$ cat config.mk
export PLATFORM = sky130hd
export DESIGN_NAME = prdq_ram
export DESIGN_NICKNAME = d
export VERILOG_FILES = /design/src/rtl/prdq_ram.sv
export SDC_FILE = /design/constraint.sdc
export NUM_CORES = 2
export LEC_CHECK = 0
export ABC_AREA = 1
export BUFFER_PORTS_ARGS = -buffer_cell sky130_fd_sc_hd__buf_2
export CAP_MARGIN = 40
export CORE_AREA = 3 3 392 394
export DETAILED_ROUTE_END_ITERATION = 8
export DIE_AREA = 0 0 395 397
export PLACE_DENSITY = 0.71
export SLEW_MARGIN = 20
export SYNTH_ARGS = -nofsm -noshare
export SYNTH_HDL_FRONTEND = slang
export SYNTH_SLANG_ARGS = --single-unit
$ cat constraint.sdc
create_clock -name clock -period 11.45 [get_ports clock]
set_input_delay 2.29 -clock clock [delete_from_list [all_inputs] [get_ports clock]]
set_output_delay 2.29 -clock clock [all_outputs]
set_load 0.05 [all_outputs]
$ cat src/rtl/prdq_ram.sv
module prdq_ram #(
   parameter int Width = 32,
   parameter int Depth = 64
) (
   input  logic                     clock,
   input  logic                     wr_en,
   input  logic [$clog2(Depth)-1:0] wr_addr,
   input  logic [Width-1:0]         wr_data,
   input  logic [$clog2(Depth)-1:0] rd_addr,
   output logic [Width-1:0]         rd_data
);

   logic [Width-1:0] mem [Depth];

   always_ff @(posedge clock) begin
      if (wr_en) begin
         mem[wr_addr] <= wr_data;
      end
      rd_data <= mem[rd_addr];
   end

endmodule
==> results.txt <==
The total design power is 15700 uW, and the depth of the worst register-to-register path is 8. Relative to the synthesized area, the layout overhead comes to 10.9%. After detailed routing, the average wire length per cell comes to 25.6 um. Pin count of the biggest net entering global routing: 226.

The run gives 2080 as the number of sinks handled by clock tree synthesis. In this run the most used layer during global routing was met2. Initial standard-cell utilization of the core: 0.551. The DRC violations left came out at 0.

The clock-pin transition on the worst setup and hold timing paths is 0.06 ns, and the final-report setup violation count is 0. The critical path ends at rd_data[23]. The tools report the post-DP HPWL as 113000 um. After synthesis the cells add up to 82700 um^2. TritonCTS built the clock tree. The largest individual stage delay along the critical path comes from the cell sky130_fd_sc_hd__buf_4. The post-CTS setup buffer count was 0; the number of cells on the critical path was 13.

At the later pin of the worst-skew pair, clock insertion delay measures 0.84 ns. The logs give 78 for the I/O pin count and 54700 for the routed via count. The run gives 0.291 as the combined global-route utilization of all metal layers. Clock buffer count from CTS: 195.

For the worst relative slew slack, the log shows 0.152. Placement row count: 142. The met1 global-route usage was 0.405. After routing, the total negative slack on setup checks comes to 0 ns. The run gives 6.06 ns as the critical path data arrival time.

Number of antenna violations at the first check in global routing: 28. The run finished with clean final reports. In this run the deepest clock path goes through 3 buffers. The startpoint identified for the worst register-to-register timing path is mem[39][1]. The area of the die came out at 157000 um^2. The met2 routing resource usage after global routing came out at 0.450. The sequential share of the synthesized area came out at 0.751. The count of pins over their slew limit was 0.

The leakage power came out at 0.0322 uW. Kind of path behind the tightest hold check: flop to flop. The worst setup path is of the input pin to flop kind. For the number of warnings reported in the yosys synthesis log, the log shows 0. The post-synthesis cell type count is 16. In this run the worst path has a maximum fanout of 157.

After the last flow step, the layout net total stands at 6801. The first global-routing pass estimated 337000 um of wire. Before antenna repair, the detailed router went through 6 iterations.

Setup repair after global routing left no endpoint under its margin. The tools report the total grt overflow as 0. The signal on the critical path passes through buf_8 > inv_16 > buf_16 > buf_4 > buf_4 > nand2_1 > nand3_1 > nand3_1 > nand3_1 > nand3_1 > nand2_1 > nand2_1 > nand2_1. Routability-driven placement finished with a final weighted congestion of 0.863. Root cell of the clock tree: sky130_fd_sc_hd__clkbuf_16.

The power per unit of standard cell area is 171 nW/um^2. The number of buffers and inverters on the critical path is 5. Static timing analysis puts the maximum clock frequency at 189 MHz.

Die boundary width: 395 um. Once detail routing completed, the nets flagged for antenna violations numbered 0. The final period utilization was 0.461; the transition time at the pin with the least slew margin was 1.27 ns. The via count normalized by instance count is 6.12. For flop-to-flop paths, the worst setup slack is 9.62 ns. Subtracting the final worst setup slack from the clock period gives 5.28 ns. The tool flagged a number of max-cap violations equal to 0. The detailed router finished its first iteration with 8830 violations. The synthesized flop and latch total was 2080; the height of the die was 397 um.

The destination of the worst register-to-register timing path is rd_data[1]. The count of port buffers added during placement was 77; the via count of the first global-routing pass was 51500. When the netlist entered floorplanning its net count stood at 6815.

STA classifies the critical path startpoint as an input pin. Share of cells above drive strength 1: 0.0811. The type of destination of the critical path is a flop. The fill cell total of the finished layout was 11100; the gate count of the mapped netlist was 6769.

The H-tree was split into 4 levels. In this run the mean area of a mapped cell was 12.2 um^2. On the critical path the largest part of the delay comes from buffers and inverters. Clock skew on the completed layout was measured at 0.0274 ns. Tracing the worst setup path back leads to its startpoint at rd_addr[0].

In this run, post-CTS hold repair placed 0 buffers. The routed design has 229000 um of wire. The core outline area is 150000 um^2, and the maximum cell stage delay along the critical path is 0.73 ns. The number of failing hold endpoints at the final stage was 0; the met3 track demand over resource was 0.0652. The number of cells upsized or downsized after cts was 0; the peak supply drop was 0.000104 V. For the worst setup path, the data required time is 12.23 ns.
## cell usage in the layout (no fill, tap or decap), drive strengths merged
master    instances
clkinvlp          4
diode            10
buf             238
nand2          2248
dfxtp            32
bufinv           11
clkinv           79
nor2             56
edfxtp         2048
nand3          1907
nor4              8
clkbuf          263
nand4             9
inv              17
## per-stage QoR
stage	setup WS, ns	instances	utilization	hold slack (ns)	cell area (um^2)
2_1_floorplan	5.03	6769	-	0.721	82700
3_3_place_gp	5.33	8547	0.567	0.764	85100
3_5_place_dp	5.52	8567	0.569	0.780	85400
4_1_cts	6.39	8929	0.610	0.797	91600
5_1_grt	5.90	8936	0.611	0.860	91700
6_report	6.17	8946	0.611	0.793	91700
## metal layers
layer  share of wire  vias up  routed length (um)
met5         0.00055        -                 126
met4           0.038       20                8750
met3            0.13      532               29300
met2            0.46     3433              105000
met1            0.37    26600               85600
li1                -    24100                   -
## synthesized netlist by cell type, drive strengths merged
library cell  instances  area [um^2]
inv                  12         47.6
nand2              2248         8440
nand3              1907         9540
clkbuf               77          289
dfxtp                32          641
nor2                 56          210
edfxtp             2048        61500
nand4                 9         56.3
buf                 372         1960
nor4                  8         50.1
## registers in the layout, indices dropped and copies added (netlist names)
name	count
mem	2048
rd_data	32
## area by class of cell
type,instances,area (um^2),share of cell area
flip-flops and latches,2080,62100,0.677
multi-input cells,4228,18800,0.205
clock buffers,263,5330,0.0581
well taps,2016,2520,0.0275
repair buffers,238,2080,0.0227
clock inverters,99,791,0.00862
inverters,12,83.8,0.000914
diodes,10,25.0,0.000273
## where the power goes
part	total (uW)	leakage [uW]	switching (uW)	internal [uW]
Combinational	1010	0.0105	784	231
Clock	6230	0.00297	2730	3500
Sequential	8460	0.0187	29.3	8430
Total	15700	0.0322	3540	12200
## worst reg2reg max path, delay by kind of cell (launching register included)
| family | cells | cell delay, ns |
|---|---|---|
| AND/OR/NAND/NOR | 8 | 1.37 |
| flip-flops | 1 | 0.36 |
## cell families (layout without fill, tap and decap cells)
| group | after synthesis | in the layout | share of synthesized area |
|---|---|---|---|
| other | 0 | 10 | 0 |
| buffers and inverters | 461 | 612 | 0.0278 |
| DFF | 2080 | 2080 | 0.751 |
| and+or+nand+nor | 4228 | 4228 | 0.221 |
## worst min path at each step
stage	from	end	slack, ns	cells after the start
floorplan	mem[14][0]	rd_data[0]	0.72	8
global placement	mem[52][30]	rd_data[30]	0.76	8
detailed placement	mem[12][1]	rd_data[1]	0.78	8
CTS	mem[12][1]	rd_data[1]	0.80	8
global route	mem[59][0]	rd_data[0]	0.86	8
finish	mem[12][1]	rd_data[1]	0.79	8
No activity file was read; power rests on OpenSTA's default activity.
